## config.mk

```make
export PLATFORM = sky130hd
export DESIGN_NAME = rgb_to_hsv_converter_top
export DESIGN_NICKNAME = d
export VERILOG_FILES = /design/src/design/rhsv_pkg.sv /design/src/design/rhsv_front.sv /design/src/design/rhsv_div_step.sv /design/src/design/rhsv_back.sv /design/src/design/rgb_to_hsv_converter_top.sv
export SDC_FILE = /design/constraint.sdc
export NUM_CORES = 1
export LEC_CHECK = 0
export BUFFER_PORTS_ARGS = -buffer_cell sky130_fd_sc_hd__buf_2
export CAP_MARGIN = 40
export CORE_MARGIN = 2
export CORE_UTILIZATION = 40
export CTS_BUF_LIST = sky130_fd_sc_hd__clkbuf_4 sky130_fd_sc_hd__clkbuf_8 sky130_fd_sc_hd__clkbuf_16
export CTS_CLUSTER_DIAMETER = 40
export DETAILED_ROUTE_END_ITERATION = 7
export PLACE_DENSITY = 0.54
export SLEW_MARGIN = 20
export SYNTH_ARGS = -nofsm -noshare
export SYNTH_HDL_FRONTEND = slang
export SYNTH_SLANG_ARGS = --single-unit
```

## constraint.sdc

```tcl
create_clock -name clk_i -period 12.8 [get_ports clk_i]
set_clock_uncertainty 0.1 [all_clocks]
set_input_delay 2.56 -clock clk_i [delete_from_list [all_inputs] [get_ports clk_i]]
set_output_delay 2.56 -clock clk_i [all_outputs]
set_load 0.005 [all_outputs]
```

## src/design/rhsv_pkg.sv

```systemverilog
package rhsv_pkg;

  localparam int unsigned ChanW       = 8;
  localparam int unsigned HueW        = 15;
  localparam int unsigned SatW        = 17;
  localparam int unsigned HueQuoW     = 12;
  localparam int unsigned HueNumW     = 20;
  localparam int unsigned DivSteps    = SatW;
  localparam int unsigned StepW       = $clog2(DivSteps);
  localparam int unsigned SectorUnits = 3840;
  localparam int unsigned FullTurn    = 23040;
  localparam int unsigned SatOne      = 65536;

  typedef enum logic [1:0] {
    SectRed,
    SectGreen,
    SectBlue
  } sector_e;

  // One pixel on its way through the divider stages.
  typedef struct packed {
    logic [ChanW-1:0]   hi;
    logic [ChanW-1:0]   delta;
    logic               neg;
    sector_e            sector;
    logic [ChanW-1:0]   sat_rem;
    logic               sat_bit;
    logic [SatW-1:0]    sat_quo;
    logic [ChanW-1:0]   hue_rem;
    logic [HueQuoW-1:0] hue_low;
    logic [HueQuoW-1:0] hue_quo;
  } div_word_t;

endpackage

```

## src/design/rhsv_front.sv

```systemverilog
module rhsv_front (
  input  logic [rhsv_pkg::ChanW-1:0] red_i,
  input  logic [rhsv_pkg::ChanW-1:0] green_i,
  input  logic [rhsv_pkg::ChanW-1:0] blue_i,
  output rhsv_pkg::div_word_t        word_o
);

  logic [rhsv_pkg::ChanW-1:0]   hi;
  logic [rhsv_pkg::ChanW-1:0]   lo;
  logic [rhsv_pkg::ChanW-1:0]   delta;
  logic signed [rhsv_pkg::ChanW:0] diff;
  logic [rhsv_pkg::ChanW:0]     diff_abs;
  logic [rhsv_pkg::ChanW-1:0]   mag;
  logic [rhsv_pkg::HueNumW-1:0] num;
  rhsv_pkg::sector_e            sector;

  always_comb begin
    hi = (red_i >= green_i) ? red_i : green_i;
    if (blue_i > hi) begin
      hi = blue_i;
    end
    lo = (red_i <= green_i) ? red_i : green_i;
    if (blue_i < lo) begin
      lo = blue_i;
    end
    delta = hi - lo;

    // Ties go to red first, then green.
    if (red_i == hi) begin
      sector = rhsv_pkg::SectRed;
      diff   = $signed({1'b0, green_i}) - $signed({1'b0, blue_i});
    end else if (green_i == hi) begin
      sector = rhsv_pkg::SectGreen;
      diff   = $signed({1'b0, blue_i}) - $signed({1'b0, red_i});
    end else begin
      sector = rhsv_pkg::SectBlue;
      diff   = $signed({1'b0, red_i}) - $signed({1'b0, green_i});
    end

    diff_abs = diff[rhsv_pkg::ChanW] ? (~diff + 1'b1) : diff;
    mag      = diff_abs[rhsv_pkg::ChanW-1:0];
    // 3840 is 4096 - 256.
    num      = {mag, 12'b0} - {4'b0, mag, 8'b0};

    word_o.hi      = hi;
    word_o.delta   = delta;
    word_o.neg     = diff[rhsv_pkg::ChanW];
    word_o.sector  = sector;
    word_o.sat_rem = {1'b0, delta[rhsv_pkg::ChanW-1:1]};
    word_o.sat_bit = delta[0];
    word_o.sat_quo = '0;
    word_o.hue_rem = num[rhsv_pkg::HueNumW-1:rhsv_pkg::HueQuoW];
    word_o.hue_low = num[rhsv_pkg::HueQuoW-1:0];
    word_o.hue_quo = '0;
  end

endmodule

```

## src/design/rhsv_div_step.sv

```systemverilog
module rhsv_div_step (
  input  rhsv_pkg::div_word_t         word_i,
  input  logic [rhsv_pkg::StepW-1:0]  step_i,
  output rhsv_pkg::div_word_t         word_o
);

  logic [rhsv_pkg::ChanW:0] sat_t;
  logic [rhsv_pkg::ChanW:0] hue_t;
  logic                     sat_ge;
  logic                     hue_ge;

  always_comb begin
    word_o = word_i;

    // Saturation: one restoring step, divisor is the maximum channel.
    sat_t  = {word_i.sat_rem, word_i.sat_bit};
    sat_ge = sat_t >= {1'b0, word_i.hi};
    word_o.sat_rem = sat_ge ? rhsv_pkg::ChanW'(sat_t - {1'b0, word_i.hi})
                            : sat_t[rhsv_pkg::ChanW-1:0];
    word_o.sat_bit = 1'b0;
    word_o.sat_quo = {word_i.sat_quo[rhsv_pkg::SatW-2:0], sat_ge};

    // Hue: the quotient is shorter, so it finishes in the earlier stages.
    hue_t  = {word_i.hue_rem, word_i.hue_low[rhsv_pkg::HueQuoW-1]};
    hue_ge = hue_t >= {1'b0, word_i.delta};
    if (step_i < rhsv_pkg::StepW'(rhsv_pkg::HueQuoW)) begin
      word_o.hue_rem = hue_ge ? rhsv_pkg::ChanW'(hue_t - {1'b0, word_i.delta})
                              : hue_t[rhsv_pkg::ChanW-1:0];
      word_o.hue_low = {word_i.hue_low[rhsv_pkg::HueQuoW-2:0], 1'b0};
      word_o.hue_quo = {word_i.hue_quo[rhsv_pkg::HueQuoW-2:0], hue_ge};
    end
  end

endmodule

```

## src/design/rhsv_back.sv

```systemverilog
module rhsv_back (
  input  rhsv_pkg::div_word_t        word_i,
  output logic [rhsv_pkg::HueW-1:0]  hue_o,
  output logic [rhsv_pkg::SatW-1:0]  saturation_o,
  output logic [rhsv_pkg::ChanW-1:0] brightness_o
);

  logic signed [15:0] quo_s;
  logic signed [15:0] base;
  logic signed [15:0] sum;

  always_comb begin
    quo_s = $signed({4'b0, word_i.hue_quo});
    if (word_i.neg) begin
      quo_s = -quo_s;
    end

    unique case (word_i.sector)
      rhsv_pkg::SectRed:   base = 16'sd0;
      rhsv_pkg::SectGreen: base = 16'(2 * rhsv_pkg::SectorUnits);
      rhsv_pkg::SectBlue:  base = 16'(4 * rhsv_pkg::SectorUnits);
      default:             base = 16'sd0;
    endcase

    sum = base + quo_s;
    if (sum < 0) begin
      sum = sum + 16'(rhsv_pkg::FullTurn);
    end

    // A grey or black pixel has no hue.
    hue_o        = (word_i.delta == '0) ? '0 : sum[rhsv_pkg::HueW-1:0];
    saturation_o = (word_i.hi == '0) ? '0 : word_i.sat_quo;
    brightness_o = word_i.hi;
  end

endmodule

```

## src/design/rgb_to_hsv_converter_top.sv

```systemverilog
// RGB to HSV converter. Each accepted word is one 8-bit red, green, blue pixel and yields
// exactly one result word: brightness is the largest channel, saturation is
// (max - min) / max as a 17-bit fraction where 65536 means 1.0 (truncated, 0 for a black
// pixel), and hue is in 1/64-degree units from 0 to 23039 (0 for a grey pixel). The
// converter takes a new pixel every clock cycle while stall_o is low, and results leave in
// input order. The edge that accepts a pixel loads the front stage, which holds the extremes
// and sector, then the word crosses 17 restoring divider stages that each produce one
// saturation quotient bit (the 12-bit hue quotient is formed in the first twelve of them)
// and lands in the output register. Every stage holds a valid bit and moves on whenever the
// stage after it is empty or moving, so holding stall_i only stalls the input side once
// every stage is full.
module rgb_to_hsv_converter_top (
  input  logic                        clk_i,
  input  logic                        rst_ni,
  input  logic                        valid_i,
  output logic                        stall_o,
  input  logic [rhsv_pkg::ChanW-1:0]  red_i,
  input  logic [rhsv_pkg::ChanW-1:0]  green_i,
  input  logic [rhsv_pkg::ChanW-1:0]  blue_i,
  output logic                        valid_o,
  input  logic                        stall_i,
  output logic [rhsv_pkg::HueW-1:0]   hue_o,
  output logic [rhsv_pkg::SatW-1:0]   saturation_o,
  output logic [rhsv_pkg::ChanW-1:0]  brightness_o
);

  localparam int unsigned Last = rhsv_pkg::DivSteps;

  // Stage 0 holds the front result, stage k the word after k divider steps.
  rhsv_pkg::div_word_t word_q [Last+1];
  rhsv_pkg::div_word_t step_out [Last];
  rhsv_pkg::div_word_t front_word;
  logic [Last:0]       vld_q;
  logic [Last:0]       vld_d;
  logic [Last+1:0]     ld;

  logic                       out_vld_q;
  logic                       out_vld_d;
  logic [rhsv_pkg::HueW-1:0]  hue_q;
  logic [rhsv_pkg::HueW-1:0]  hue_d;
  logic [rhsv_pkg::SatW-1:0]  sat_q;
  logic [rhsv_pkg::SatW-1:0]  sat_d;
  logic [rhsv_pkg::ChanW-1:0] bright_q;
  logic [rhsv_pkg::ChanW-1:0] bright_d;

  rhsv_front u_front (
    .red_i   (red_i),
    .green_i (green_i),
    .blue_i  (blue_i),
    .word_o  (front_word)
  );

  for (genvar k = 0; k < Last; k++) begin : g_step
    rhsv_div_step u_step (
      .word_i (word_q[k]),
      .step_i (rhsv_pkg::StepW'(k)),
      .word_o (step_out[k])
    );
  end

  rhsv_back u_back (
    .word_i       (word_q[Last]),
    .hue_o        (hue_d),
    .saturation_o (sat_d),
    .brightness_o (bright_d)
  );

  // A stage may load when it is empty or when its own word moves on.
  always_comb begin
    ld[Last+1] = !out_vld_q || !stall_i;
    for (int k = Last; k >= 0; k--) begin
      ld[k] = !vld_q[k] || ld[k+1];
    end
    vld_d[0] = ld[0] ? valid_i : vld_q[0];
    for (int k = 1; k <= Last; k++) begin
      vld_d[k] = ld[k] ? vld_q[k-1] : vld_q[k];
    end
    out_vld_d = ld[Last+1] ? vld_q[Last] : out_vld_q;
  end

  always_ff @(posedge clk_i or negedge rst_ni) begin
    if (!rst_ni) begin
      vld_q     <= '0;
      out_vld_q <= 1'b0;
    end else begin
      vld_q     <= vld_d;
      out_vld_q <= out_vld_d;
    end
  end

  always_ff @(posedge clk_i) begin
    if (ld[0]) begin
      word_q[0] <= front_word;
    end
    for (int k = 1; k <= Last; k++) begin
      if (ld[k]) begin
        word_q[k] <= step_out[k-1];
      end
    end
    if (ld[Last+1]) begin
      hue_q    <= hue_d;
      sat_q    <= sat_d;
      bright_q <= bright_d;
    end
  end

  assign stall_o      = !ld[0];
  assign valid_o      = out_vld_q;
  assign hue_o        = hue_q;
  assign saturation_o = sat_q;
  assign brightness_o = bright_q;

`ifndef SYNTHESIS
  a_stall_only_when_full: assert property (@(posedge clk_i) disable iff (!rst_ni)
    stall_o |-> ((&vld_q) && out_vld_q && stall_i))
    else $error("input stalled while a stage was free");

  a_hue_range: assert property (@(posedge clk_i) disable iff (!rst_ni)
    valid_o |-> (hue_o < rhsv_pkg::HueW'(rhsv_pkg::FullTurn)))
    else $error("hue beyond a full turn");

  a_sat_range: assert property (@(posedge clk_i) disable iff (!rst_ni)
    valid_o |-> (saturation_o <= rhsv_pkg::SatW'(rhsv_pkg::SatOne)))
    else $error("saturation above one");

  a_black_pixel: assert property (@(posedge clk_i) disable iff (!rst_ni)
    (valid_o && (brightness_o == '0)) |-> ((saturation_o == '0) && (hue_o == '0)))
    else $error("black pixel with nonzero hue or saturation");
`endif

endmodule
```

## Word-level counts from Yosys, hierarchy flattened

Memory sizes are Yosys's and may differ from the RTL's.
Index checks and enable logic that the tools add are counted.

- Register bits: 59
- Bits in latches: 0
- RAM bits: 1386
- Bits in read-only memories: 0
- Input port bits: 28
- Output and inout bits: 42
- Logic and storage cells: 219
- Memories kept: 1

- Add/sub/neg operators: 38
- Multiply operators: 0
- Div/mod/pow operators: 0
- $lt $le $gt $ge: 34
- Eq/ne operators: 4
- Shift-type cells: 0
- Multiplexer cells: 77
- Bitwise gates (word level): 1
- Reduce and logical (&&, ||, !) cells: 42

Memories:

| memory | words | width | rd ports | clocked after memory_dff | write ports | line | RTL |
|---|---|---|---|---|---|---|---|
| word_q | 18 | 77 | 18 | 0 | 18 | rgb_to_hsv_converter_top.sv:30 | `rhsv_pkg::div_word_t word_q [Last+1];` |

Operators by type and width:

| kind | count |
|---|---|
| two-way mux 8 bit | 34 |
| >= comparator 9 x 8 -> 1 bit | 29 |
| subtractor 8 bit | 30 |
| two-way mux 1 bit | 36 |
| case mux 14 bit (2 select lines) | 1 |
| subtractor 8 x 8 -> 9 bit | 3 |
| logical NOT 1 bit | 21 |
| subtractor 20 x 16 -> 20 bit | 1 |
| logical OR 1 bit | 19 |
| two-way mux 9 bit | 2 |
| adder 15 x 16 -> 16 bit | 1 |
| == test 8 bit | 2 |
| logical NOT 8 bit | 2 |
| < comparator 16 x 1 -> 1 bit (second input constant) | 1 |
| two-way mux 16 bit | 1 |
| negation 12 -> 16 bit | 1 |
| adder 15 bit (second input constant) | 1 |
| two-way mux 15 bit | 1 |
| adder 8 x 1 -> 8 bit (second input constant) | 1 |
| >= comparator 8 bit | 1 |
| greater-than comparator 8 bit | 1 |
| <= comparator 8 bit | 1 |
| < comparator 8 bit | 1 |
| inverter 8 bit | 1 |
| 3 further kinds | 4 |

## Longest topological paths before layout

Gate-level depths: netlist of run 1.

- Depth in word-level cells: 22
- Depth in mapped cells: 30
- Gate-level depth less buffers: 27

## Hierarchy

Synthesis of run 1 repeated with hierarchy kept, for this count alone.

- Cell total of the unflattened synthesis: 6647
- Area total of the unflattened synthesis: 76181.8 um^2

By module, submodules not included:

| module | times used | cells each | area each (um^2) | seq. area each (um^2) |
|---|---|---|---|---|
| rgb_to_hsv_converter_top | 1 | 1501 | 43668.1 | 43296.5 |
| rhsv_div_step (g_step[0].u_step ...) | 10 | 271 | 1679.1 | 0.0 |
| rhsv_div_step (g_step[13].u_step ...) | 6 | 264 | 1595.3 | 0.0 |
| rhsv_front | 1 | 493 | 3623.5 | 0.0 |
| rhsv_div_step (g_step[2].u_step) | 1 | 218 | 1577.8 | 0.0 |
| rhsv_back | 1 | 141 | 949.7 | 0.0 |

## Least setup slack after synthesis of run 1

Ideal clock, no wire load.

- Path kind: input to output
- Start point: in stall_i
- End point: out stall_o
- Arrival time: 7.930 ns
- Required time: 10.140 ns
- Setup slack: 2.210 ns
- Cell stages on the path: 9
- Buffers on the path: 0
- Cell sequence: and3_1 > inv_1 > nor2_1 > nand2_1 > nor3_1 > nand3_1 > nor2_1 > nand3_1 > inv_1

- Longest elaborated chain between the ends: 21

Ends and longest elaborated chain:

| element | line | RTL |
|---|---|---|
| from (decl) | rgb_to_hsv_converter_top.sv:21 | `input logic stall_i,` |
| logical NOT 1 bit | rgb_to_hsv_converter_top.sv:70 | `ld[Last+1] = !out_vld_q \|\| !stall_i;` |
| logical OR 1 bit | rgb_to_hsv_converter_top.sv:70 |  |
| logical OR 1 bit | rgb_to_hsv_converter_top.sv:72 | `ld[k] = !vld_q[k] \|\| ld[k+1];` |
| named net ld[17] | rgb_to_hsv_converter_top.sv:35 | `logic [Last+1:0] ld;` |
| logical OR 1 bit (4 in series) | rgb_to_hsv_converter_top.sv:72 |  |
| named net ld[13] | rgb_to_hsv_converter_top.sv:35 |  |
| logical OR 1 bit (10 in series) | rgb_to_hsv_converter_top.sv:72 |  |
| named net ld[3] | rgb_to_hsv_converter_top.sv:35 |  |
| logical OR 1 bit (3 in series) | rgb_to_hsv_converter_top.sv:72 |  |
| logical NOT 1 bit | rgb_to_hsv_converter_top.sv:107 | `assign stall_o = !ld[0];` |
| to (decl) | rgb_to_hsv_converter_top.sv:16 | `output logic stall_o,` |

The timed path passes the listed nets, and every way through them passes these cells.

==> results of run 1 <==
-- critical path: cells and delay by family --
kind | cells | cell delay, ns
fa+ha+maj | 4 | 1.38
xor+xnor | 1 | 0.34
compound gates | 10 | 3.76
simple gates | 7 | 1.10
buf+inv | 4 | 0.46
mux | 1 | 0.10
-- area by class of cell --
class                      count  area [um2]
clock buffer                 150        3473
clock inverter                85       944.7
fill                        9437       57060
inverter                     400        1501
multi-input combinational   1877       13560
sequential                   926       27710
tap                         1403        1755
timing repair buffer         116       743.2
-- metal layers --
layer	up-vias	part of all wire	global-route usage
met5	-	0.00016	0
met3	159	0.039	0.02958
met1	11210	0.41	0.1472
li1	12090	-	-
met2	337	0.51	0.2367
met4	2	0.036	0.06053
-- cell families (layout without fill, tap and decap cells) --
logic type,after synthesis,after routing,synth area share
mux,17,17,0.003994
fa+ha+maj,322,322,0.09947
flops,926,926,0.6457
xor+xnor,161,161,0.03320
buf+inv,440,751,0.03924
simple gates,778,778,0.09087
compound gates,599,599,0.08755
-- sequential cells by signal, indices dropped and copies added, names as in the netlist --
register      flops
hue_o            15
saturation_o     17
word_q          867
valid_o           1
vld_q            18
brightness_o      8
-- through the flow --
step / util / std cells
2_1_floorplan: - / 3243
3_3_place_gp: 0.4215 / 4691
3_5_place_dp: 0.4231 / 4708
4_1_cts: 0.4645 / 4943
5_1_grt: 0.4654 / 4957
6_report: 0.4654 / 4957
-- where the power goes --
group          internal (W)  switching, W
registers           0.00535      0.000599
logic               0.00215       0.00273
clock network       0.00225       0.00133
total               0.00975       0.00465
-- synthesized netlist by cell type, types with 13 or more instances --
library cell | instances | share of area
edfxtp_1 | 907 | 0.63
inv_1 | 398 | 0.035
o21ai_0 | 306 | 0.036
ha_1 | 290 | 0.085
nand2_1 | 237 | 0.021
nor2_1 | 169 | 0.015
nor2b_1 | 93 | 0.014
xnor2_1 | 86 | 0.018
nand2b_1 | 78 | 0.011
xor2_1 | 73 | 0.015
a21oi_1 | 72 | 0.0084
o31ai_1 | 61 | 0.011
and2_1 | 46 | 0.0067
a21o_1 | 41 | 0.0072
nand4_1 | 40 | 0.0058
clkbuf_1 | 35 | 0.0031
fa_1 | 32 | 0.015
nand3_1 | 32 | 0.0037
a21boi_0 | 30 | 0.0052
o211a_1 | 30 | 0.0070
or4_1 | 29 | 0.0051
dfrtp_1 | 19 | 0.011
mux2i_1 | 16 | 0.0037
nor3_1 | 13 | 0.0015
-- worst paths after layout --
check,from,to,slack (ns),cells after the start
max,green_i[7],word_q[0][30],3.44,27
min,word_q[15][63],word_q[16][63],0.31,0
max reg2reg,valid_o,word_q[1][61],8.54,12
min reg2reg,word_q[15][63],word_q[16][63],0.31,0
max in group asynchronous,rst_ni,vld_q[1],10.47,1
min in group asynchronous,rst_ni,vld_q[17],1.73,1
==> results.sh, run 1 <==
export IMPL_grt_pass1_vias=24160
export IMPL_cp_end_kind="flop"
export IMPL_hold_viol_final=0
export IMPL_worst_endpoint_required_ns=13.16
export IMPL_clk_insertion_delay_late_ns=0.72
export IMPL_vdd_drop_max_mv=0.1103
export IMPL_preCtsSetupSlack_ns=2.720
export IMPL_slowest_delay_ns=0.71
export IMPL_hp_class="reg -> reg"
export IMPL_cts_sinks=926
export IMPL_ios=70
export IMPL_cts_hold_buf=0
export IMPL_syn_num_nets=3593
export IMPL_antenna_left=0
export IMPL_status="complete, no violations"
export IMPL_cap_violations=0
export IMPL_grt_overflow=0
export IMPL_p_leak_nw=20.21
export IMPL_slew_headroom=0.4408
export IMPL_die_width_um=331.6
export IMPL_fmax_mhz=106.9
export IMPL_dr_pass1_iters=5
export IMPL_final_cell_mix="edfxtp_1 (907), inv_1 (393), o21ai_0 (306), ha_1 (290), nand2_1 (231)"
export IMPL_grt_util_all_layers=0.1313
export IMPL_syn_mean_instance_area_um2=13.23
export IMPL_cp_common_cell="ha_1"
export IMPL_ys_async_sr_fraction=0.02052
export IMPL_totalPowerFinal_w=0.01440
export IMPL_cellPowerDensity_nw_per_um2=289.9
export IMPL_initial_core_util=0.4020
export IMPL_cts_tree="built"
export IMPL_post_drt_wl_per_cell_um=14.28
export IMPL_antenna_found_initial=1
export IMPL_seq_area_frac_synth=0.6457
export IMPL_worst_pin_slew_ns=0.8371
export IMPL_syn_to_final_growth_pct=15.77
export IMPL_dp_final_hpwl_mm=52.06
export IMPL_route_detailed_drc=0
export IMPL_cts_setup_buffers=0
export IMPL_nets=3802
export IMPL_rows=120
export IMPL_synth_edf_count=907
export IMPL_final_max_slew_viol_count=0
export IMPL_fp_dieH_um=331.6
export IMPL_rsz0062_at_grt="false"
export IMPL_crit_path_start_kind="input pin"
export IMPL_synth_seq_cells=926
export IMPL_setup_slack_ns=3.442
export IMPL_core_area_um2=106800
export IMPL_arrival_ns=9.71
export IMPL_wl_mm=70.79
export IMPL_drt_iter0_markers=1096
export IMPL_gp_congestion=0.8316
export IMPL_final_common_cell="edfxtp_1"
export IMPL_h_tree_depth=4
export IMPL_grt_pass1_wl_mm=117.5
export IMPL_synth_ff_type="edfxtp_1"
export IMPL_syn_area_um2=42920
export IMPL_whs_ns=0.3085
export IMPL_place_area_um2=45160
export IMPL_fp_dieArea_um2=109900
export IMPL_cts_clk_slew_worst_paths_ns=0.05
export IMPL_fin_area_um2=49690
export IMPL_io_buffers=69
export IMPL_yosysWarnings=0
export IMPL_grt_max_degree=57
export IMPL_cts_max_path_buffers=3
export IMPL_cts_buffers=131
export IMPL_crit_fanout=17
export IMPL_crit_type="in -> reg"
export IMPL_timing_final_crit_period_ns=9.358
export IMPL_root_buffer="clkbuf_16"
export IMPL_setup_viol=0
export IMPL_post_route_period_util=0.7311
export IMPL_diodes=0
export IMPL_tns_ns=0
export IMPL_syn_instance_count=3243
export IMPL_ctsResizeCount=0
export IMPL_via_count=23800
export IMPL_crit_slowest_cell="o31ai_4"
export IMPL_viasPerCell=4.800
export IMPL_yosysUniqueCellTypes=77
export IMPL_drive_gt1_frac=0.1100
Power figures use the tool's default switching activity.
==> inputs of run 2 (changes only) <==
ABC_AREA = 1   (was not set)
clock period = 9.44 ns   (was 12.8 ns; I/O delays follow)
==> run 2 against run 1 <==
Effect of this change: non-clock buffer count down 26; first-iteration DRC count down 3.3%; cell count grew 6.9%; total power up 25%.
==> results.sh, run 2 <==
export IMPL_hp_class="reg -> reg"
export IMPL_crit_path_start_kind="input pin"
export IMPL_antenna_found_initial=0
export IMPL_r2r_slack_ns=3.57
export IMPL_hold_viol_final=0
export IMPL_drive_gt1_frac=0.1068
export IMPL_crit_fanout=49
export IMPL_wl_mm=71.87
export IMPL_post_drt_wl_per_cell_um=13.56
export IMPL_final_cell_mix="edfxtp_1 (907), inv_1 (552), nand2_1 (448), nor2_1 (344), ha_1 (290)"
export IMPL_synthTopCellsByCount="edfxtp_1 (907), inv_1 (552), nand2_1 (449)"
export IMPL_endpoint="stall_o"
export IMPL_rr_worst_depth=34
export IMPL_tns_ns=0
export IMPL_setup_viol=0
export IMPL_whs_ns=0.2960
export IMPL_slew_headroom=0.4295
export IMPL_fmax_mhz=110.6
export IMPL_grt_overflow=0
export IMPL_rows=120
export IMPL_ys_async_sr_fraction=0.02052
export IMPL_cp_num_cells=36
export IMPL_fp_dieArea_um2=110500
export IMPL_nets=4140
export IMPL_fp_dieH_um=332.4
export IMPL_core_area_um2=107100
export IMPL_cp_common_cell="nor2_4"
export IMPL_grt_max_degree=59
export IMPL_crit_type="in -> out"
export IMPL_synth_edf_count=907
export IMPL_worst_endpoint_required_ns=7.45
export IMPL_via_count=24690
export IMPL_final_common_cell="edfxtp_1"
export IMPL_ctsResizeCount=0
export IMPL_syn_num_nets=3955
export IMPL_rsz0062_at_grt="false"
export IMPL_place_area_um2=45630
export IMPL_die_width_um=332.4
export IMPL_post_route_period_util=0.9574
export IMPL_register_area_um2=27710
export IMPL_synth_top_area_share=0.6314
export IMPL_worst_pin_slew_ns=0.8527
export IMPL_grt_pass1_vias=24970
export IMPL_initial_core_util=0.4029
export IMPL_clk_insertion_delay_late_ns=0.71
export IMPL_dp_final_hpwl_mm=52.50
export IMPL_cap_violations=0
export IMPL_crit_slowest_cell="bufinv_16"
export IMPL_grt_pass1_wl_mm=121.2
export IMPL_multi_input_area_um2=13190
export IMPL_viasPerCell=4.659
export IMPL_p_leak_nw=21.05
export IMPL_regMostFlops="word_q"
export IMPL_synth_ff_type="edfxtp_1"
export IMPL_syn_mean_instance_area_um2=11.97
export IMPL_critPathLaunch="stall_i"
export IMPL_yosysWarnings=0
export IMPL_nFillCells=9582
export IMPL_syn_instance_count=3605
export IMPL_largest_register_ffs=867
export IMPL_cts_buffers=133
export IMPL_vdd_drop_max_mv=0.1778
export IMPL_cts_tree="built"
export IMPL_antenna_left=0
export IMPL_seq_area_frac_synth=0.6425
export IMPL_arrival_ns=7.05
export IMPL_synth_largest_area_cell="edfxtp_1"
export IMPL_cellPowerDensity_nw_per_um2=356.2
export IMPL_r2r_end="word_q[1][72]"
export IMPL_cp_end_kind="output pin"
export IMPL_h_tree_depth=4
export IMPL_cts_clk_slew_worst_paths_ns=0.05
export IMPL_slowest_delay_ns=0.25
export IMPL_final_max_slew_viol_count=0
export IMPL_timing_final_crit_period_ns=9.038
export IMPL_synth_seq_cells=926
export IMPL_cts_max_path_buffers=3
export IMPL_diodes=0
export IMPL_ys_top_cells_by_area="edfxtp_1 (63%), ha_1 (8.4%), inv_1 (4.8%)"
export IMPL_root_buffer="clkbuf_16"
export IMPL_synth_most_common_cell="edfxtp_1"
export IMPL_status="complete, no violations"
export IMPL_ios=70
export IMPL_cp_top_family="buffers and inverters"
export IMPL_syn_area_um2=43130
export IMPL_fin_area_um2=50440
export IMPL_gp_congestion=0.8439
export IMPL_syn_to_final_growth_pct=16.95
export IMPL_io_buffers=69
export IMPL_route_detailed_drc=0
export IMPL_crit_buf_inv=17
export IMPL_dr_pass1_iters=7
export IMPL_yosysUniqueCellTypes=51
export IMPL_cts_sinks=926
export IMPL_grt_util_all_layers=0.1340
export IMPL_drt_iter0_markers=1060
export IMPL_reg2reg_from="valid_o"
export IMPL_reg_top3="word_q (867), vld_q (18), saturation_o (17)"
-- run 2: changes by cell type in the layout (fill, tap and decap cells not counted), sizes merged, moves of 42 or more --
| cell | change |
|---|---|
| inv | +154 |
| a21oi | +117 |
| o21ai | -73 |
| nand2b | -78 |
| xor2 | +42 |
| xnor2 | -49 |
| and2 | -44 |
| nor2 | +200 |
| nand3 | +98 |
| nand2 | +239 |
| nor2b | -93 |
-- run 2: repair_timing --
item,4_1_cts,5_1_grt
hold buffers,0,0
endpoints found under the setup margin,0,1
setup buffers,0,2
-- run 2: stage by stage --
step / util / worst slack (ns) / std cells / power, W
floorplan: - / -0.4416 / 3605 / 0.01153
global placement: 0.4262 / 0.2636 / 5051 / 0.01283
detailed placement: 0.4262 / 0.2126 / 5051 / 0.01296
CTS: 0.4706 / 0.1665 / 5292 / 0.01820
global route: 0.4712 / 0.03233 / 5299 / 0.01946
finish: 0.4712 / 0.4017 / 5299 / 0.01797
-- run 2: area by class of cell --
cell class / count / area share
Multi-Input combinational cell: 2065 / 0.2616
Inverter: 574 / 0.05000
Clock buffer: 153 / 0.07034
Timing Repair Buffer: 90 / 0.01012
Clock inverter: 88 / 0.02381
Tap cell: 1403 / 0.03480
Sequential cell: 926 / 0.5494
-- run 2: routing by layer --
metal  wire length [um]  share of wire  global-route usage  up-vias
li1                   -              -                   -    12830
met1              31340           0.44              0.1588    11400
met2              35960           0.50              0.2369      317
met3               2431          0.034             0.02740      141
met4               2133          0.030             0.05522        0
met5                  0              0                   0        -
-- run 2: logic make-up (layout without fill, tap and decap cells) --
kind of cell	Yosys count	count (layout)	synth area share
AOI/OAI and AO/OA	507	507	0.06315
xor gates and xnor gates	154	154	0.03127
adders and majority gates	322	322	0.09897
buffers and inverters	615	905	0.05456
DFF	926	926	0.6425
and+or+nand+nor	1081	1082	0.1096
-- run 2: where the power goes --
part,total [W],switching [W],internal (W),leakage (nW)
sequential,0.00709,0.000640,0.00645,9.18
combinational,0.00574,0.00346,0.00228,9.57
clock,0.00514,0.00181,0.00333,2.30
-- run 2: how the worst min path moves through the flow --
stage / start / end / cells past startpoint
after floorplan: word_q[9][0] / word_q[10][1] / 0
after global placement: word_q[15][67] / word_q[16][67] / 0
after detailed placement: word_q[10][39] / word_q[11][40] / 0
after CTS: word_q[5][32] / word_q[6][33] / 0
after global routing: word_q[8][36] / word_q[9][37] / 0
final: word_q[5][32] / word_q[6][33] / 0
-- run 2: worst register-to-register path: cells and delay by family (launching register included) --
kind | cells | cell delay, ns
buffers and inverters | 16 | 3.07
AND/OR/NAND/NOR | 18 | 1.95
flip-flops | 1 | 0.45
